$ cat src/hdl/fbde_pkg.sv
// shared types and constants for the two-plane framebuffer draw engine
// no dependencies; every other file of the block refers to it by scoped names
`timescale 1ns / 1ps

package fbde_pkg;

   // default screen size
   localparam int SCREEN_WIDTH_DEF  = 128;
   localparam int SCREEN_HEIGHT_DEF = 256;
   localparam int STORE_BYTES_DEF   = ((SCREEN_WIDTH_DEF + 7) / 8) * SCREEN_HEIGHT_DEF;
   localparam int ADDR_W_DEF        = (STORE_BYTES_DEF > 1) ? $clog2(STORE_BYTES_DEF) : 1;

   // memory word: plane one in the upper byte, plane two in the lower byte
   localparam int WORD_W = 16;

   // operation codes
   localparam logic [2:0] OP_CLEAR  = 3'd0;
   localparam logic [2:0] OP_POINT  = 3'd1;
   localparam logic [2:0] OP_HLINE  = 3'd2;
   localparam logic [2:0] OP_VLINE  = 3'd3;
   localparam logic [2:0] OP_HOLLOW = 3'd4;
   localparam logic [2:0] OP_SOLID  = 3'd5;
   localparam logic [2:0] OP_READ   = 3'd6;

   // colour codes
   localparam logic [1:0] COL_WHITE = 2'd0;
   localparam logic [1:0] COL_BLACK = 2'd1;
   localparam logic [1:0] COL_RED   = 2'd2;
   localparam logic [1:0] COL_NONE  = 2'd3;

   typedef struct packed {
      logic [2:0]  operation;
      logic [7:0]  start_x;
      logic [7:0]  start_y;
      logic [7:0]  span_width;
      logic [7:0]  span_height;
      logic [1:0]  draw_colour;
      logic [1:0]  interior_colour;
      logic [7:0]  plane_one_even_fill;
      logic [7:0]  plane_one_odd_fill;
      logic [7:0]  plane_two_even_fill;
      logic [7:0]  plane_two_odd_fill;
      logic [11:0] byte_address;
   } req_type;

   typedef struct packed {
      logic [7:0] plane_one_byte;
      logic [7:0] plane_two_byte;
      logic       rejected;
   } rsp_type;

   // one pixel read-modify-write issued by the sequencer
   typedef struct packed {
      logic       valid;
      logic [7:0] mask;
      logic [1:0] colour;
   } pix_type;

   // sequencer's own memory accesses: pixel reads, readback reads and clear writes
   typedef struct packed {
      logic              rd_en;
      logic              wr_en;
      logic [WORD_W-1:0] wr_data;
   } mem_cmd_type;

   // finished item waiting for the result register
   typedef struct packed {
      logic valid;
      logic rejected;
      logic readback;
   } res_type;

endpackage

$ cat src/hdl/fbde_rmw.sv
// pixel read-modify-write stage with one-deep write forwarding
// depends on fbde_pkg
`timescale 1ns / 1ps

module fbde_rmw #(
   parameter int ADDR_W = fbde_pkg::ADDR_W_DEF
) (
   input  logic                        clock,
   input  logic                        reset,
   input  fbde_pkg::pix_type           pix,
   input  logic [ADDR_W-1:0]           pix_addr,
   input  logic [fbde_pkg::WORD_W-1:0] rd_data,
   output logic                        wr_en,
   output logic [ADDR_W-1:0]           wr_addr,
   output logic [fbde_pkg::WORD_W-1:0] wr_data
);

   logic                        b_valid_ff;
   logic [ADDR_W-1:0]           b_addr_ff;
   logic [7:0]                  b_mask_ff;
   logic [1:0]                  b_colour_ff;
   logic                        hit_ff;
   logic                        hit_in;
   logic [fbde_pkg::WORD_W-1:0] fwd_ff;
   logic [fbde_pkg::WORD_W-1:0] base_word;
   logic [fbde_pkg::WORD_W-1:0] new_word;

   // a read issued while the same byte is written returns stale data
   assign hit_in = pix.valid && b_valid_ff && (pix_addr == b_addr_ff);

   always_comb begin
      base_word = hit_ff ? fwd_ff : rd_data;
      new_word  = base_word;
      case (b_colour_ff)
         fbde_pkg::COL_WHITE: begin
            new_word = base_word & ~{b_mask_ff, b_mask_ff};
         end
         fbde_pkg::COL_BLACK: begin
            new_word = {base_word[15:8] | b_mask_ff, base_word[7:0] & ~b_mask_ff};
         end
         fbde_pkg::COL_RED: begin
            new_word = {base_word[15:8] & ~b_mask_ff, base_word[7:0] | b_mask_ff};
         end
         default: begin
            new_word = base_word;
         end
      endcase
   end

   assign wr_en   = b_valid_ff;
   assign wr_addr = b_addr_ff;
   assign wr_data = new_word;

   always_ff @(posedge clock) begin
      if (reset) begin
         b_valid_ff <= 1'b0;
         hit_ff     <= 1'b0;
      end else begin
         b_valid_ff <= pix.valid;
         hit_ff     <= hit_in;
      end
   end

   always_ff @(posedge clock) begin
      b_addr_ff   <= pix_addr;
      b_mask_ff   <= pix.mask;
      b_colour_ff <= pix.colour;
      fwd_ff      <= new_word;
   end

endmodule

$ cat config.mk
export PLATFORM = sky130hd
export DESIGN_NAME = fbde_rmw
export DESIGN_NICKNAME = d
export VERILOG_FILES = /design/src/hdl/fbde_pkg.sv /design/src/hdl/fbde_rmw.sv
export SDC_FILE = /design/constraint.sdc
export NUM_CORES = 1
export LEC_CHECK = 0
export ABC_CLOCK_PERIOD_IN_PS = 3100
export BUFFER_PORTS_ARGS = -buffer_cell sky130_fd_sc_hd__buf_4
export CAP_MARGIN = 10
export CORE_MARGIN = 2
export CORE_UTILIZATION = 45
export DETAILED_ROUTE_END_ITERATION = 12
export PLACE_DENSITY_LB_ADDON = 0.12
export SETUP_SLACK_MARGIN = 0.4
export SLEW_MARGIN = 20
export SYNTH_ARGS = -nofsm -noshare
export SYNTH_HDL_FRONTEND = slang
export SYNTH_SLANG_ARGS = --single-unit
$ cat constraint.sdc
create_clock -name clock -period 3.1 [get_ports clock]
set_input_delay 0.465 -clock clock [delete_from_list [all_inputs] [get_ports clock]]
set_output_delay 0.465 -clock clock [all_outputs]
set_load 0.01 [all_outputs]
# Yosys cells after proc, flatten, opt, wreduce, memory -nomap -nowiden
# Index checks and enable logic that the tools add are counted.
[op_classes] eq_ne=3 mux=2 n_bitwise=7 n_reduce_logical=3
[op_table] operator="one-hot mux 16 bit (3 select lines)" count=1
[op_table] operator="bitwise AND 16 bit" count=1
[op_table] operator="bitwise AND 8 bit" count=2
[op_table] operator="2-to-1 mux 16 bit" count=1
[op_table] operator="NOT 16 bit" count=1
[op_table] operator="bitwise OR 8 bit" count=2
[op_table] operator="equality test 12 bit" count=1
[op_table] operator="NOT 8 bit" count=1
[op_table] operator="equality test 2 x 1 -> 1 bit, second input constant" count=1
[op_table] operator="equality test 2 bit, second input constant" count=1
[op_table] operator="logical AND 1 bit" count=2
[op_table] operator="zero test 2 bit" count=1
[word_totals] regBits=40 in_bits=41 output_inout_bits=29 wordCells=21

# Logic depth before layout (Yosys ltp)
[logic_depth] ltp_word=3 mapped_depth=4 depth_no_buf=3

# Worst setup path before layout
# No wires, ideal clock.
[synth_timing] path_type="register to output" startpoint="register hit_ff" endpoint="output wr_data[6] (netlist name)" t_arrival_ps=1050 slack_ps=1585 stages_incl_launch_ff=5 n_path_buf=2 path_cell_list="dfxtp_1 > buf_6 > buf_12 > mux2_4 > o21a_1"
[synth_between] elab_chain_len=3
[synth_rtl] element="start, declared" line_no="fbde_rmw.sv:22" rtl="logic hit_ff;"
[synth_rtl] element="start signal, assigned" line_no="fbde_rmw.sv:60" rtl="hit_ff <= hit_in;"
[synth_rtl] element="2-to-1 mux 16 bit *" line_no="fbde_rmw.sv:32" rtl="base_word = hit_ff ? fwd_ff : rd_data;"
[synth_rtl] element="bitwise OR 8 bit, or another cell as far along" line_no="fbde_rmw.sv:42" rtl="new_word = {base_word[15:8] & ~b_mask_ff, base_word[7:0] | b_mask_ff};"
[synth_rtl] element="one-hot mux 16 bit (3 select lines) *" line_no="fbde_rmw.sv:34" rtl="case (b_colour_ff)"
[synth_rtl] element="end, declared" line_no="fbde_rmw.sv:15" rtl="output logic [fbde_pkg::WORD_W-1:0] wr_data"
# Every way passes the cells marked *; elsewhere a longest branch is shown, timed or not.

# Worst setup path in the final report
[layout_timing] startpoint="register hit_ff" endpoint="output wr_data[1] (netlist name)"
# Same word-level chain as after synthesis.

==> results.ini <==
[sta]
finalHoldViolCount=0
skew_ns=0.00874
relSlewSlack_pct=71.6
fin_tns_setup_ns=0
fmax_mhz=426
rsz0062_at_grt=false
setup_viol=0
layout_setup_ws_ns=0.754
min_period_ns=2.35
finalMaxSlewViolations=0
finalCritPeriodShare_pct=75.7
tightest_slew_ns=0.425

[global_routing]
grt.overflow.total=0
grt_usage_pct=16.7
grt_pass1_wl_um=4160
grt_pass1_vias=1026
antenna_found_initial=0
grt_max_degree=12

[setup_path]
cp.arrival_ns=1.88
rr_endpoint=fwd_ff[1]
worstSetupPathType=flip-flop to output pin
required_ns=2.63
r2r_slack_ns=1.58
cp-end-kind=output pin
start_kind=flip-flop
cp_max_fo=9
r2r-start=hit_ff
rr_worst_depth=3

[floorplan]
start_util_pct=48.1
die_h_um=58.8
dieArea_mm2=0.00345
rows=19
io_pins=70
core_mm2=0.00281
die_w_um=58.8

[final_layout]
drive_gt1_share_pct=45.7
nNetsFinal=224
area_growth_pct=43.8
n_antenna_cell=0
fin_area_mm2=0.00194

[clock_tree]
ctsHoldBuffers=0
clk_pin_slew_ns=0.11
clockRootBuffer=clkbuf_4
cts_buffer_depth=2
tritoncts=built
cts_buffers=5
clock_latency_ns=0.33
clock-sinks=40
htree_levels=2
cts_resized=0
postCtsSetupBuffers=0

[synth]
yosysUniqueCellTypes=14
ys_seq_area_share_pct=59.3
yosys.area.top_type=dfxtp_1
syn_nets=149
synth_top_family_by_area=multiplexers
synth_compound_gate_area_share_pct=7.41
synthCells=108
postSynthAreaPerCell_um2=12.5
synth_area_mm2=0.00135
synth_fa_ha_area_share_pct=0
muxShareOfSynthArea_pct=13.2
synth_top_area_share_pct=59.3
synth_warnings=0
synthSimpleGateAreaFrac_pct=10.0
ys_seq_elements=40
synthTopCellsByArea=dfxtp_1, xnor2_1, mux2i_1
synth-xor-area-share_pct=7.78

[routing]
drt_iter0_drc=8
vias=1010
drc_errors=3
first_pass_iters=8
ant_nets=0
routedWlPerCell_um=12.5
viasPerCell=4.70
wl_um=2680

[power_and_ir_drop]
worst_ir_drop_vdd_mv=0.376
p_leak_nw=0.850
powerDensity_mw_per_mm2=501

[placed_design]
placement.setup.worst_slack_ns=1.10
port-buffer-count=69
placed_area_mm2=0.00188
gp_congestion=0.715
dpl.hpwl_um=2090

[hold_path]
hold_class=primary input to flip-flop
hold_path_end=b_mask_ff[4]
hold-path-cell-count=1
worstHoldStart=pix[6]

[job]
cap_violations=0

[run_status]
status=complete, but fails checks
violations=design-rule violations

[logic make-up (layout without fill, tap and decap cells)]
kind of cell	Yosys count	after routing
DFF	40	40
muxes	16	16
AOI/OAI and AO/OA	16	16
buffers and inverters	2	78
and+or+nand+nor	22	22
xor gates and xnor gates	12	12
[metrics by stage]
step	util, %	hold WS [ns]	power, W	cells
floorplan	-	0.472	0.000632	108
global placement	67.1	0.455	0.000717	207
detailed placement	67.1	0.457	0.000722	207
CTS	69.2	0.210	0.000986	215
global route	69.2	0.190	0.00102	215
finish	69.2	0.225	0.000973	215
[synth_stat cells (all sizes together)]
cell,count
a21oi,8
buf,2
dfxtp,40
mux2,8
mux2i,8
nand2b,8
nand3,2
nand4,2
nor2b,9
nor4,1
o21a,8
xnor2,12
[registers in the layout (all words and copies together), names as in the netlist]
name         count
b_mask_ff        8
wr_en            1
b_colour_ff      2
wr_addr         12
fwd_ff          16
hit_ff           1
[cell type report]
type	instances	area, um^2
fill	233	863
sequential	40	801
timing repair buffer	70	526
multi-input combinational	66	518
clock buffer	8	58.8
tap	31	38.8
[how the worst max path moves through the flow]
| stage | startpoint | endpoint | slack [ns] | depth (start not counted) |
|---|---|---|---|---|
| after floorplan | hit_ff | wr_data[6] | 1.59 | 4 |
| after global placement | hit_ff | wr_data[1] | 1.16 | 4 |
| after detailed placement | hit_ff | wr_data[1] | 1.10 | 4 |
| after CTS | hit_ff | wr_data[1] | 0.72 | 4 |
| after global routing | hit_ff | wr_data[0] | 0.62 | 4 |
| final | hit_ff | wr_data[1] | 0.75 | 4 |
[cells in the final DEF, fill, tap and decap left out]
cell type  netlist  final
clkbuf_8         0      1
a21oi_1          8      8
buf_4            0     70
xnor2_1         12     12
mux2_4           2      2
o21a_1           8      8
mux2_2           6      6
nand2b_1         8      8
clkbuf_1         0      2
clkbuf_4         0      5
dfxtp_1         40     40
nand4_1          2      2
mux2i_1          8      8
nand3_1          2      2
nor2b_1          9      9
nor4_1           1      1
[report_power, final]
| part | internal (W) | switching (W) |
|---|---|---|
| sequential | 0.000547 | 0.0000157 |
| clock | 0.000112 | 0.000152 |
| combinational | 0.0000924 | 0.0000530 |
| total | 0.000752 | 0.000221 |
[routing by layer]
metal | vias to the layer above | track usage, % | wire length, um
li1 | 514 | - | -
met1 | 450 | 16.3 | 966
met2 | 42 | 30.6 | 1440
met3 | 4 | 7.69 | 255
met4 | 0 | 5.84 | 23
met5 | - | 0 | 0
[critical path, stage by stage (launching register included)]
cell and delay, ns:
dfxtp_1 0.60, buf_4 0.28, mux2_2 0.36, o21a_1 0.18, buf_4 0.14
Note: power is estimated with default switching activity, not from simulation.
