$ cat config.mk
export PLATFORM = sky130hd
export DESIGN_NAME = fbde_seq
export DESIGN_NICKNAME = d
export VERILOG_FILES = /design/src/hdl/fbde_pkg.sv /design/src/hdl/fbde_seq.sv
export SDC_FILE = /design/constraint.sdc
export NUM_CORES = 1
export LEC_CHECK = 0
export BUFFER_PORTS_ARGS = -buffer_cell sky130_fd_sc_hd__buf_4
export CORE_UTILIZATION = 45
export CTS_CLUSTER_DIAMETER = 40
export DETAILED_ROUTE_END_ITERATION = 6
export GPL_TIMING_DRIVEN = 1
export HOLD_SLACK_MARGIN = 0.08
export PLACE_DENSITY = 0.66
export SLEW_MARGIN = 5
export SYNTH_ARGS = -nofsm -noshare
export SYNTH_HDL_FRONTEND = slang
export SYNTH_SLANG_ARGS = --single-unit
$ cat constraint.sdc
create_clock -name clock -period 3.65 [get_ports clock]
set_clock_uncertainty 0.15 [all_clocks]
set_input_delay 0.73 -clock clock [delete_from_list [all_inputs] [get_ports clock]]
set_output_delay 0.73 -clock clock [all_outputs]
set_load 0.005 [all_outputs]
$ cat src/hdl/fbde_pkg.sv
// shared types and constants for the two-plane framebuffer draw engine
// no dependencies; every other file of the block refers to it by scoped names
`timescale 1ns / 1ps

package fbde_pkg;

   // default screen size
   localparam int SCREEN_WIDTH_DEF  = 128;
   localparam int SCREEN_HEIGHT_DEF = 256;
   localparam int STORE_BYTES_DEF   = ((SCREEN_WIDTH_DEF + 7) / 8) * SCREEN_HEIGHT_DEF;
   localparam int ADDR_W_DEF        = (STORE_BYTES_DEF > 1) ? $clog2(STORE_BYTES_DEF) : 1;

   // memory word: plane one in the upper byte, plane two in the lower byte
   localparam int WORD_W = 16;

   // operation codes
   localparam logic [2:0] OP_CLEAR  = 3'd0;
   localparam logic [2:0] OP_POINT  = 3'd1;
   localparam logic [2:0] OP_HLINE  = 3'd2;
   localparam logic [2:0] OP_VLINE  = 3'd3;
   localparam logic [2:0] OP_HOLLOW = 3'd4;
   localparam logic [2:0] OP_SOLID  = 3'd5;
   localparam logic [2:0] OP_READ   = 3'd6;

   // colour codes
   localparam logic [1:0] COL_WHITE = 2'd0;
   localparam logic [1:0] COL_BLACK = 2'd1;
   localparam logic [1:0] COL_RED   = 2'd2;
   localparam logic [1:0] COL_NONE  = 2'd3;

   typedef struct packed {
      logic [2:0]  operation;
      logic [7:0]  start_x;
      logic [7:0]  start_y;
      logic [7:0]  span_width;
      logic [7:0]  span_height;
      logic [1:0]  draw_colour;
      logic [1:0]  interior_colour;
      logic [7:0]  plane_one_even_fill;
      logic [7:0]  plane_one_odd_fill;
      logic [7:0]  plane_two_even_fill;
      logic [7:0]  plane_two_odd_fill;
      logic [11:0] byte_address;
   } req_type;

   typedef struct packed {
      logic [7:0] plane_one_byte;
      logic [7:0] plane_two_byte;
      logic       rejected;
   } rsp_type;

   // one pixel read-modify-write issued by the sequencer
   typedef struct packed {
      logic       valid;
      logic [7:0] mask;
      logic [1:0] colour;
   } pix_type;

   // sequencer's own memory accesses: pixel reads, readback reads and clear writes
   typedef struct packed {
      logic              rd_en;
      logic              wr_en;
      logic [WORD_W-1:0] wr_data;
   } mem_cmd_type;

   // finished item waiting for the result register
   typedef struct packed {
      logic valid;
      logic rejected;
      logic readback;
   } res_type;

endpackage

$ cat src/hdl/fbde_seq.sv
// operation sequencer: bounds check, pixel scan, clear sweep and readback
// depends on fbde_pkg
`timescale 1ns / 1ps

module fbde_seq #(
   parameter  int SCREEN_WIDTH  = fbde_pkg::SCREEN_WIDTH_DEF,
   parameter  int SCREEN_HEIGHT = fbde_pkg::SCREEN_HEIGHT_DEF,
   localparam int ROW_BYTES     = (SCREEN_WIDTH + 7) / 8,
   localparam int STORE_BYTES   = ROW_BYTES * SCREEN_HEIGHT,
   localparam int ADDR_W        = (STORE_BYTES > 1) ? $clog2(STORE_BYTES) : 1
) (
   input  logic                  clock,
   input  logic                  reset,
   input  logic                  req_valid,
   output logic                  req_stall,
   input  fbde_pkg::req_type     req_data,
   output logic [ADDR_W-1:0]     mem_addr,
   output fbde_pkg::mem_cmd_type mem_cmd,
   output fbde_pkg::pix_type     pix,
   output fbde_pkg::res_type     res,
   input  logic                  res_taken
);

   localparam int         RB_W        = (ROW_BYTES > 1) ? $clog2(ROW_BYTES) : 1;
   localparam logic [8:0] X_LAST      = 9'(SCREEN_WIDTH - 1);
   localparam logic [8:0] Y_LAST      = 9'(SCREEN_HEIGHT - 1);
   localparam logic [13:0] STORE_LIMIT = 14'(STORE_BYTES);

   typedef enum logic [5:0] {
      ST_WIPE  = 6'b000001,
      ST_IDLE  = 6'b000010,
      ST_SETUP = 6'b000100,
      ST_FILL  = 6'b001000,
      ST_DRAW  = 6'b010000,
      ST_DONE  = 6'b100000
   } state_type;

   state_type         state_ff, state_in;
   fbde_pkg::req_type req_ff, req_in;
   logic              rej_ff, rej_in;
   logic [7:0]        col_ff, col_in;
   logic [7:0]        col_last_ff, col_last_in;
   logic [7:0]        row_ff, row_in;
   logic [7:0]        row_last_ff, row_last_in;
   logic [ADDR_W-1:0] base_ff, base_in;
   logic [ADDR_W-1:0] fill_addr_ff, fill_addr_in;
   logic [RB_W-1:0]   fill_col_ff, fill_col_in;
   logic              fill_odd_ff, fill_odd_in;

   logic [7:0]        span_x;
   logic [7:0]        span_y;
   logic [8:0]        x_end;
   logic [8:0]        y_end;
   logic              start_ok;
   logic              rej_draw;
   logic              rej_read;
   logic              is_draw_op;
   logic              solid;
   logic              last_col;
   logic              last_row;
   logic              edge_row;
   logic              border;
   logic              fill_last;
   logic [15:0]       fill_word;
   logic [ADDR_W-1:0] pix_addr;

   // lines and points as degenerate rectangles
   always_comb begin
      span_x = req_ff.span_width;
      span_y = req_ff.span_height;
      case (req_ff.operation)
         fbde_pkg::OP_POINT: begin
            span_x = 8'd1;
            span_y = 8'd1;
         end
         fbde_pkg::OP_HLINE: begin
            span_y = 8'd1;
         end
         fbde_pkg::OP_VLINE: begin
            span_x = 8'd1;
            span_y = req_ff.span_width;
         end
         default: begin
            span_y = req_ff.span_height;
         end
      endcase
   end

   assign x_end    = {1'b0, req_ff.start_x} + {1'b0, span_x} - 9'd1;
   assign y_end    = {1'b0, req_ff.start_y} + {1'b0, span_y} - 9'd1;
   assign start_ok = ({1'b0, req_ff.start_x} <= X_LAST) && ({1'b0, req_ff.start_y} <= Y_LAST);
   assign rej_draw = !start_ok || ((span_x != 8'd0) && (x_end > X_LAST)) ||
                     ((span_y != 8'd0) && (y_end > Y_LAST));
   assign rej_read = {2'b00, req_ff.byte_address} >= STORE_LIMIT;
   assign is_draw_op = (req_ff.operation == fbde_pkg::OP_POINT) ||
                       (req_ff.operation == fbde_pkg::OP_HLINE) ||
                       (req_ff.operation == fbde_pkg::OP_VLINE) ||
                       (req_ff.operation == fbde_pkg::OP_HOLLOW) ||
                       (req_ff.operation == fbde_pkg::OP_SOLID);
   assign solid    = req_ff.operation == fbde_pkg::OP_SOLID;

   // pixel scan position
   assign last_col = col_ff == col_last_ff;
   assign last_row = row_ff == row_last_ff;
   assign edge_row = (row_ff == 8'd0) || last_row;
   assign border   = edge_row || (col_ff == req_ff.start_x) || last_col;
   assign pix_addr = base_ff + ADDR_W'(col_ff[7:3]);

   // clear sweep
   assign fill_last = fill_addr_ff == ADDR_W'(STORE_BYTES - 1);
   always_comb begin
      if (state_ff == ST_WIPE) begin
         fill_word = 16'h0000;
      end else if (fill_odd_ff) begin
         fill_word = {req_ff.plane_one_odd_fill, req_ff.plane_two_odd_fill};
      end else begin
         fill_word = {req_ff.plane_one_even_fill, req_ff.plane_two_even_fill};
      end
   end

   always_comb begin
      state_in     = state_ff;
      req_in       = req_ff;
      rej_in       = rej_ff;
      col_in       = col_ff;
      col_last_in  = col_last_ff;
      row_in       = row_ff;
      row_last_in  = row_last_ff;
      base_in      = base_ff;
      fill_addr_in = fill_addr_ff;
      fill_col_in  = fill_col_ff;
      fill_odd_in  = fill_odd_ff;

      req_stall       = state_ff != ST_IDLE;
      mem_addr        = fill_addr_ff;
      mem_cmd.rd_en   = 1'b0;
      mem_cmd.wr_en   = 1'b0;
      mem_cmd.wr_data = fill_word;
      pix.valid       = 1'b0;
      pix.mask        = 8'h80 >> col_ff[2:0];
      pix.colour      = border ? req_ff.draw_colour :
                        (solid ? req_ff.interior_colour : fbde_pkg::COL_NONE);
      res.valid       = state_ff == ST_DONE;
      res.rejected    = rej_ff;
      res.readback    = (req_ff.operation == fbde_pkg::OP_READ) && !rej_ff;

      case (state_ff)
         ST_WIPE, ST_FILL: begin
            mem_cmd.wr_en = 1'b1;
            fill_addr_in  = fill_addr_ff + ADDR_W'(1);
            if (fill_col_ff == RB_W'(ROW_BYTES - 1)) begin
               fill_col_in = '0;
               fill_odd_in = !fill_odd_ff;
            end else begin
               fill_col_in = fill_col_ff + RB_W'(1);
            end
            if (fill_last) begin
               state_in = (state_ff == ST_WIPE) ? ST_IDLE : ST_DONE;
            end
         end
         ST_IDLE: begin
            if (req_valid) begin
               req_in   = req_data;
               state_in = ST_SETUP;
            end
         end
         ST_SETUP: begin
            col_in       = req_ff.start_x;
            col_last_in  = x_end[7:0];
            row_in       = 8'd0;
            row_last_in  = span_y - 8'd1;
            base_in      = ADDR_W'(32'(req_ff.start_y) * ROW_BYTES);
            fill_addr_in = '0;
            fill_col_in  = '0;
            fill_odd_in  = 1'b0;
            mem_addr     = ADDR_W'(req_ff.byte_address);
            if (is_draw_op) begin
               rej_in = rej_draw;
            end else if (req_ff.operation == fbde_pkg::OP_READ) begin
               rej_in = rej_read;
            end else begin
               rej_in = 1'b0;
            end
            if (req_ff.operation == fbde_pkg::OP_CLEAR) begin
               state_in = ST_FILL;
            end else if (is_draw_op && !rej_draw && (span_x != 8'd0) && (span_y != 8'd0)) begin
               state_in = ST_DRAW;
            end else begin
               // readback data lands while in done and holds there
               mem_cmd.rd_en = (req_ff.operation == fbde_pkg::OP_READ) && !rej_read;
               state_in      = ST_DONE;
            end
         end
         ST_DRAW: begin
            mem_addr      = pix_addr;
            mem_cmd.rd_en = 1'b1;
            pix.valid     = 1'b1;
            if (last_col) begin
               if (last_row) begin
                  state_in = ST_DONE;
               end else begin
                  row_in  = row_ff + 8'd1;
                  base_in = base_ff + ADDR_W'(ROW_BYTES);
                  col_in  = req_ff.start_x;
               end
            end else if (!edge_row && !solid && (col_ff == req_ff.start_x)) begin
               // hollow interior row: jump to the right edge
               col_in = col_last_ff;
            end else begin
               col_in = col_ff + 8'd1;
            end
         end
         ST_DONE: begin
            if (res_taken) begin
               state_in = ST_IDLE;
            end
         end
         default: begin
            state_in = ST_IDLE;
         end
      endcase
   end

   always_ff @(posedge clock) begin
      if (reset) begin
         state_ff     <= ST_WIPE;
         fill_addr_ff <= '0;
         fill_col_ff  <= '0;
         fill_odd_ff  <= 1'b0;
      end else begin
         state_ff     <= state_in;
         fill_addr_ff <= fill_addr_in;
         fill_col_ff  <= fill_col_in;
         fill_odd_ff  <= fill_odd_in;
      end
   end

   always_ff @(posedge clock) begin
      req_ff      <= req_in;
      rej_ff      <= rej_in;
      col_ff      <= col_in;
      col_last_ff <= col_last_in;
      row_ff      <= row_in;
      row_last_ff <= row_last_in;
      base_ff     <= base_in;
   end

endmodule

# ---- Word-level counts from Yosys, hierarchy flattened
# Index checks and enable logic that the tools add are counted.
dict set report totals {
  output_inout_bits 45
  register_bits 151
  wordCells 136
  in_bits 87
}
dict set report op_classes {
  n_reduce_logical 37
  n_addsub 11
  shift 1
  magnitude_cmp 3
  n_eq_ne 26
  mux 36
}
# cell count
set ops {}
lappend ops {{12-bit one-hot mux with 2 select lines} 3}
lappend ops {{6-bit 2-to-1 mux} 8}
lappend ops {{8-bit 2-to-1 mux} 6}
lappend ops {{8-bit one-hot mux with 2 select lines} 3}
lappend ops {{16-bit 2-to-1 mux} 2}
lappend ops {{6-bit one-hot mux with 5 select lines} 1}
lappend ops {{8-bit equality test} 3}
lappend ops {{12-bit 2-to-1 mux} 2}
lappend ops {{8-bit by 8-bit adder with 9-bit output} 2}
lappend ops {{9-bit by 1-bit subtractor with 9-bit output (second input constant)} 2}
lappend ops {{8-bit by 1-bit adder with 8-bit output (second input constant)} 2}
lappend ops {{8-bit nonzero test} 2}
lappend ops {{12-bit by 1-bit adder with 12-bit output (second input constant)} 1}
lappend ops {{12-bit by 5-bit adder with 12-bit output} 1}
lappend ops {{12-bit by 5-bit adder with 12-bit output (second input constant)} 1}
lappend ops {{12-bit equality test (second input constant)} 1}
lappend ops {{2-bit != test (second input constant)} 6}
lappend ops {{3-bit equality test (second input constant)} 3}
lappend ops {{9-bit by 7-bit greater-than comparator with 1-bit output (second input constant)} 1}
lappend ops {{9-bit by 8-bit greater-than comparator with 1-bit output (second input constant)} 1}
lappend ops {{1-bit logical OR} 9}
lappend ops {{8-bit by 7-bit less-or-equal comparator with 1-bit output (second input constant)} 1}
lappend ops {{1-bit logical AND} 8}
lappend ops {{8-bit zero test} 1}
lappend ops {{other kinds (27)} 44}

# ---- Longest topological paths before layout
# Gate-level depths: netlist of run 1.
dict set report logic_depth {
  ltp_word 16
  depth_mapped 14
  depth_no_buf 13
}

# ---- Worst setup path before layout of run 1
# Ideal clock, no wire load.
dict set report synth_path {
  path_kind {input-to-reg}
  startpoint {input req_valid}
  endpoint {register req_ff[0] (netlist name) (enable)}
  t_arrival_ns 2.680
  cell_stages 3
  t_required_ns 3.063
  setup_ns 0.437
  setup_slack_ns 0.383
  n_path_buf 0
  cell_sequence {inv_1 > or2_2 > inv_1}
}
dict set report synth_between {
  elab_chain_cells 1
}
# item line_no
set synth_lines {}
lappend synth_lines {{start: declaration} fbde_seq.sv:14} ;# input logic req_valid,
lappend synth_lines {{2-bit AND reduction (no source line)} --}
lappend synth_lines {{end signal: assignment} fbde_seq.sv:239} ;# req_ff <= req_in;
lappend synth_lines {{end: declaration} fbde_seq.sv:39} ;# fbde_pkg::req_type req_ff, req_in;
# Every way passes these cells.
# A chain may end at the register's enable or synchronous reset.

# ---- Final worst setup path of run 1
dict set report layout_path {
  startpoint {register req_ff[80] (netlist name)}
  endpoint {register state_ff[4]}
}
dict set report layout_between {
  elab_chain_cells 16
  word_cells_on_any_way 33
  classes_between {4 x add/sub; 2 x order compare; 5 x eq/ne; 5 x mux; 17 x reduce/logical}
}
# item line_no
set layout_lines {}
lappend layout_lines {{3-bit by 1-bit equality test with 1-bit output or 3-bit by 2-bit equality test with 1-bit output (tied branches)} fbde_seq.sv:71} ;# case (req_ff.operation)
lappend layout_lines {{2-bit OR reduction (no source line) *} --}
lappend layout_lines {{8-bit 2-to-1 mux *} fbde_seq.sv:71}
lappend layout_lines {{8-bit by 8-bit adder with 9-bit output *} fbde_seq.sv:89} ;# assign x_end = {1'b0, req_ff.start_x} + {1'b0, span_x} - 9'd1;
lappend layout_lines {{9-bit by 1-bit subtractor with 9-bit output *} fbde_seq.sv:89}
lappend layout_lines {{net x_end[7]} fbde_seq.sv:52} ;# logic [8:0] x_end;
lappend layout_lines {{9-bit by 7-bit greater-than comparator with 1-bit output *} fbde_seq.sv:92} ;# assign rej_draw = !start_ok || ((span_x != 8'd0) && (x_end > X_LAST)) ||
lappend layout_lines {{1-bit logical AND *} fbde_seq.sv:92}
lappend layout_lines {{1-bit logical OR * (2 in a row)} fbde_seq.sv:92}
lappend layout_lines {{1-bit zero test *} fbde_seq.sv:186} ;# end else if (is_draw_op && !rej_draw && (span_x != 8'd0) && (span_y != 8'd0)) begin
lappend layout_lines {{1-bit logical AND * (3 in a row)} fbde_seq.sv:186}
lappend layout_lines {{6-bit 2-to-1 mux *} fbde_seq.sv:186}
lappend layout_lines {{6-bit 2-to-1 mux *} fbde_seq.sv:184} ;# if (req_ff.operation == fbde_pkg::OP_CLEAR) begin
lappend layout_lines {{6-bit one-hot mux with 5 select lines *} fbde_seq.sv:147} ;# case (state_ff)
lappend layout_lines {{end signal: assignment} fbde_seq.sv:231} ;# state_ff <= state_in;
lappend layout_lines {{end: declaration} fbde_seq.sv:38} ;# state_type state_ff, state_in;
# Mark *: on every way through the listed nets, which the timed path passes. The rest lies on a longest branch.

==> metrics.txt, run 1 <==
remaining antenna violation count=0; arrival time worst endpoint=3.63 ns; CP max stage delay=0.54 ns; std cell rows=47; Leak=3.77 nW; dominant synthesized flop cell=edfxtp_1; Synth Net Count=803; clk sinks=147; worst skew pair latency=0.43 ns; Final Net Count=939; vias after detailed routing=5478; TNS Setup=0 ns; Fmax=0.293 GHz; post-DR vias/cell=5.25; critical path required time=3.86 ns; EDFF count, synth=124; worst slew pin tran=1.02 ns; H-Tree Depth=4; peak supply drop=0.309 mV; share of post-route cells with drive strength above 1=0.229; cts bufs inserted=17; CTS Buffer Depth=2; area of the die=0.0175 mm²; CP Cell Sequence=nand2b_1, nand2_1, ha_1, inv_1, ha_1, inv_1, fa_1, nor2b_1, o31a_1, o211ai_1, nand4b_4, or4_1, a21oi_1; crit path capture type=flip-flop; Final Max Slew Viols=0; top-count cell post-synth=edfxtp_1; Reg clk slew, reported paths=0.07 ns; PortBufs=131; Setup Buffers After CTS=0; critical path's slowest cell=or4_1; Async SR Flop Fraction=0; Initial DRC Count=365; RSZ-0062 raised after global routing=false; number of global-route vias before repair=5613; Final Hold Fails=0; largest net degree at the start of global routing=50; CTS tree=yes; outcome=completed; Ports=132; most area-consuming cells after synthesis=edfxtp_1 49%, ha_1 6.6%, dfxtp_1 6.0%, xor2_1 4.9%, mux2i_1 3.9%; # resized after CTS=0; Cell Area, Placed=0.00887 mm²; Post-Layout Inst Area=0.00944 mm²; Clock Tree Root=clkbuf_16; slew margin rel.=0.322; diode count=0; GP Congestion=0.931; area of the multi-input gates=0.00314 mm²; CP max FO=7; Seq cells post-synth=147; HP Class=in -> reg; core area=0.0166 mm²; critical path class=reg -> reg; die height=132 µm; top cells by count, synth=124 x edfxtp_1, 70 x nor2_1, 52 x inv_1; Die Width=132 µm; Global Route Usage Sum=0.204; detailed placement HPWL=12800 µm; final wirelength=17200 µm; Max Cap Viol=0; # DRC=0; Final period util=0.934; Synth Instances=675; sequential share of the synthesized area=0.548; total power=4.10 mW; storage element area=0.00418 mm²; Synth cell types=61; post-synth top area share=0.487; GRT Residual Overflow=0; Layout Area Growth over Synthesis=23.6%; first-pass GRT wire length=27600 µm; 1st-pass router iterations=5; mean post-synth cell area=11.3 µm²; initial antenna violation count=0; initial core utilization=0.461; fill cell count=1391; Final min period=3.41 ns; Startpoint Class=flip-flop; cell area after synthesis=0.00764 mm²; Setup-failing EPs final=0; CTS Hold Bufs=0; WL/cell=16.5 µm; Pwr Density=434 mW/mm²; post-synth top area cell=edfxtp_1; Synth warnings=0
## through the flow
| step | instances | utilization | hold slack, ns | setup WS, ns |
|---|---|---|---|---|
| after floorplan | 675 | - | 0.286 | 0.383 |
| after global placement | 1012 | 0.535 | 0.298 | 0.407 |
| after detailed placement | 1012 | 0.535 | 0.306 | 0.296 |
| after CTS | 1044 | 0.569 | 0.303 | 0.245 |
| after global routing | 1044 | 0.569 | 0.304 | 0.0142 |
| final | 1044 | 0.569 | 0.317 | 0.239 |
## critical path: cells and delay by family (launching register included)
family          cells  cell delay [ns]
fa+ha+maj           3             0.86
compound gates      3             0.48
simple gates        5             1.26
buf+inv             2             0.12
flops               1             0.48
## layer usage
layer	track usage	wire [µm]	share of wire
met1	0.258	7550	0.44
met2	0.336	8120	0.47
met3	0.0504	1130	0.066
met4	0.0824	383	0.022
met5	0	0	0
## final timing paths
| kind | start | endpoint | slack (ns) | cells after the start |
|---|---|---|---|---|
| hold / removal | req_data[75] | req_ff[75] | 0.32 | 1 |
| setup reg to reg | req_ff[80] | state_ff[4] | 0.24 | 13 |
| hold reg to reg | fill_col_ff[3] | fill_col_ff[3] | 0.33 | 1 |
| setup / recovery | req_ff[80] | state_ff[4] | 0.24 | 13 |
## final cells by class
type,instances,share of cell area
Inverter,53,0.0212
Tap cell,220,0.0292
Timing Repair Buffer,141,0.113
Clock buffer,17,0.0451
Sequential cell,147,0.443
Clock inverter,15,0.0152
Multi-Input combinational cell,451,0.333
## cell families after synthesis
| kind of cell | count (synthesis) | synth area share |
|---|---|---|
| compound gates | 85 | 0.0726 |
| xor+xnor | 72 | 0.0826 |
| fa+ha+maj | 41 | 0.0681 |
| buf+inv | 77 | 0.0410 |
| flops | 147 | 0.548 |
| mux | 30 | 0.0393 |
| simple gates | 223 | 0.149 |
## registers in the layout, summed over array words and instances, names as in the netlist
register	cells
col_last_ff	8
fill_addr_ff	12
fill_col_ff	4
base_ff	8
req_ff	83
fill_odd_ff	1
rej_ff	1
state_ff	6
row_last_ff	8
col_ff	8
row_ff	8
## report_power, final
part	switching, mW	internal, mW	leakage, nW
Sequential	0.0415	1.88	1.29
Combinational	0.245	0.240	2.20
Clock	0.742	0.954	0.274
## cell usage in the layout, fill, tap and decap left out, drive strengths merged, types with 3 or more instances in the layout
| master | Yosys | final |
|---|---|---|
| a211oi | 3 | 3 |
| a21o | 3 | 3 |
| a21oi | 17 | 17 |
| a22oi | 18 | 18 |
| and2 | 4 | 4 |
| and3 | 7 | 7 |
| buf | 7 | 141 |
| clkbuf | 17 | 17 |
| clkinv | 1 | 5 |
| clkinvlp | 0 | 3 |
| dfxtp | 23 | 23 |
| edfxtp | 124 | 124 |
| ha | 40 | 40 |
| inv | 52 | 59 |
| mux2i | 30 | 30 |
| nand2 | 52 | 52 |
| nand2b | 6 | 6 |
| nand3 | 26 | 26 |
| nand4 | 8 | 8 |
| nand4b | 6 | 6 |
| nor2 | 71 | 71 |
| nor2b | 8 | 8 |
| nor3 | 7 | 7 |
| nor4 | 5 | 5 |
| o21a | 3 | 3 |
| o21ai | 25 | 25 |
| o31ai | 3 | 3 |
| or2 | 4 | 4 |
| or2b | 3 | 3 |
| or3 | 5 | 5 |
| xnor2 | 29 | 29 |
| xor2 | 43 | 43 |
Note: power is estimated with default switching activity, not from simulation.
==> inputs of run 2 (changes only) <==
--- a/config.mk
+++ b/config.mk
@@ -5,7 +5,8 @@
 export SDC_FILE = /design/constraint.sdc
 export NUM_CORES = 1
 export LEC_CHECK = 0
-export BUFFER_PORTS_ARGS = -buffer_cell sky130_fd_sc_hd__buf_4
+export ABC_AREA = 1
+export BUFFER_PORTS_ARGS = -buffer_cell sky130_fd_sc_hd__buf_2
 export CORE_UTILIZATION = 45
 export CTS_CLUSTER_DIAMETER = 40
 export DETAILED_ROUTE_END_ITERATION = 6
==> metrics.txt, run 2 <==
final wirelength=16900 µm (-1.5%); GRT met2 Usage=0.320 (-0.0159); Synth Net Count=983 (+22%); Startpoint Class=flip-flop; vias after detailed routing=6047 (+10%); Fmax=0.308 GHz (+5.2%); GRT Residual Overflow=0 (unchanged); hold depth=1 (unchanged); total power=5.31 mW (+29%); Synth warnings=0 (unchanged); mean post-synth cell area=9.25 µm² (-18%); Pwr Density=563 mW/mm² (+30%); WL/cell=13.7 µm (-16%); cts bufs inserted=17 (unchanged); Final Hold Fails=0 (unchanged); Synth Instances=855 (+27%); crit path capture type=output port; Seq cells post-synth=147 (unchanged); clk sinks=147 (unchanged); Initial DRC Count=372 (+1.9%); critical path class=reg -> out; # DRC=0 (unchanged); post-synth top area cell=edfxtp_1; number of global-route vias before repair=5576 (-0.66%); Setup-failing EPs final=0 (unchanged); core area=0.0172 mm² (+3.9%); die height=135 µm (+1.7%); Reg clk slew, reported paths=0.07 ns (about the same); first-pass GRT wire length=27100 µm (-2.0%); PortBufs=131 (unchanged); Largest register FFs=83 (unchanged); worst slew pin tran=0.692 ns (-0.324 ns); initial antenna violation count=0 (unchanged); outcome=completed; Final min period=3.24 ns (-0.169 ns); Clock Tree Root=clkbuf_16; Max Cap Viol=0 (unchanged); top flop regs=req_ff x83, fill_addr_ff x12; TNS Setup=0 ns (unchanged); critical path required time=2.77 ns (-1.09 ns); diode count=0 (unchanged); detailed placement HPWL=12700 µm (-1.1%); Leak=4.29 nW (+14%); slew margin rel.=0.537 (+0.216); HP Class=in -> reg; CTS Buffer Depth=2 (unchanged); top cells by count, synth=220 x nand2_1, 128 x inv_1, 124 x edfxtp_1; largest net degree at the start of global routing=67 (+34%); Global Route Usage Sum=0.196 (-0.00795); Final period util=0.888 (-0.0464); 1st-pass router iterations=5 (unchanged); area of the die=0.0181 mm² (+3.5%); Final Net Count=1121 (+19%); Layout Area Growth over Synthesis=19.1%; cell depth of the worst flop-to-flop path=17 (+4); peak supply drop=0.341 mV (+11%); remaining antenna violation count=0 (unchanged); worst setup margin=0.408 ns (+0.169 ns); most frequent cells in the layout=219 x nand2_1, 131 x buf_2, 128 x inv_1; H-Tree Depth=4 (unchanged); dominant synthesized flop cell=edfxtp_1; commonest non-fill, non-tap cell in the layout=nand2_1; initial core utilization=0.459 (-0.00177); # resized after CTS=0 (unchanged); CTS tree=yes; dpl ws=0.662 ns (+0.366 ns); share of post-route cells with drive strength above 1=0.213 (-0.0166); worst skew pair latency=0.43 ns (about the same); top-count cell post-synth=nand2_1; global routing met1 resource utilization=0.259 (+0.00143); Async SR Flop Fraction=0 (unchanged); std cell rows=48 (+2.1%); Final Max Slew Viols=0 (unchanged); GP Congestion=0.875 (-6.1%); CP max FO=11 (+4); layer with the highest usage=met2; EDFF count, synth=124 (unchanged); sequential share of the synthesized area=0.529 (-0.0187); Ports=132 (unchanged); Synth cell types=51 (-16%); arrival time worst endpoint=2.36 ns (-1.27 ns); largest register by flop count=req_ff; most area-consuming cells after synthesis=edfxtp_1 47%, nand2_1 10%, ha_1 6.3%, inv_1 6.1%, dfxtp_1 5.8%; post-DR vias/cell=4.91 (-6.4%); RSZ-0062 raised after global routing=false; cell area after synthesis=0.00791 mm² (+3.5%); post-synth top area share=0.471 (-0.0167); Setup Buffers After CTS=0 (unchanged); Die Width=135 µm (+1.7%); GRT met3 Usage=0.0450 (-0.00532); CTS Hold Bufs=0 (unchanged)
[run 2: area by class of cell]
type	count	area (µm²)
flip-flops and latches	147	4180
clock buffers	17	425
clock inverters	15	169
inverters	141	529
repair buffers	138	721
well taps	225	282
multi-input cells	548	3110
fillers	1526	7810
[run 2: layer usage]
metal	wire length (µm)	part of all wire	vias up
met4	227	0.013	0
li1	-	-	3094
met3	713	0.042	19
met2	8050	0.48	145
met5	0	0	-
met1	7930	0.47	2789
[run 2: through the flow]
step	hold WS [ns]	std cells	util	area, µm²
floorplan	0.306	855	-	7920
global placement	0.319	1199	0.512	8830
detailed placement	0.328	1199	0.512	8830
CTS	0.299	1231	0.547	9420
global route	0.292	1231	0.547	9420
finish	0.314	1231	0.547	9420
[run 2: worst max-delay path: stages (launching register included)]
cell and delay (ns):
dfxtp_1 0.32, nor2_1 0.21, nor3b_2 0.25, nand2_2 0.22, nand2_1 0.43, inv_1 0.16, nand2_1 0.10, o311ai_1 0.10
buf_2 0.15
[run 2: path summary, 6_finish.rpt]
kind,start,to,slack [ns]
setup reg to reg,req_ff[81],state_ff[4],0.65
hold / removal,req_data[30],req_ff[30],0.31
setup / recovery,state_ff[1],mem_addr[6],0.41
hold reg to reg,fill_addr_ff[0],fill_addr_ff[0],0.34
[run 2: logic make-up (layout without fill, tap and decap cells)]
family / Yosys count / count (layout) / share of synthesized area
AOI/OAI and AO/OA: 93 / 93 / 0.0717
xor gates and xnor gates: 42 / 42 / 0.0465
adders and majority gates: 41 / 41 / 0.0658
buffers and inverters: 160 / 311 / 0.0791
DFF: 147 / 147 / 0.529
and+or+nand+nor: 372 / 372 / 0.208
[run 2: report_power, final]
part / switching (mW) / total (mW) / internal (mW)
Sequential: 0.114 / 2.17 / 2.06
Clock: 0.812 / 1.74 / 0.925
Combinational: 0.886 / 1.40 / 0.510
Total: 1.81 / 5.31 / 3.50
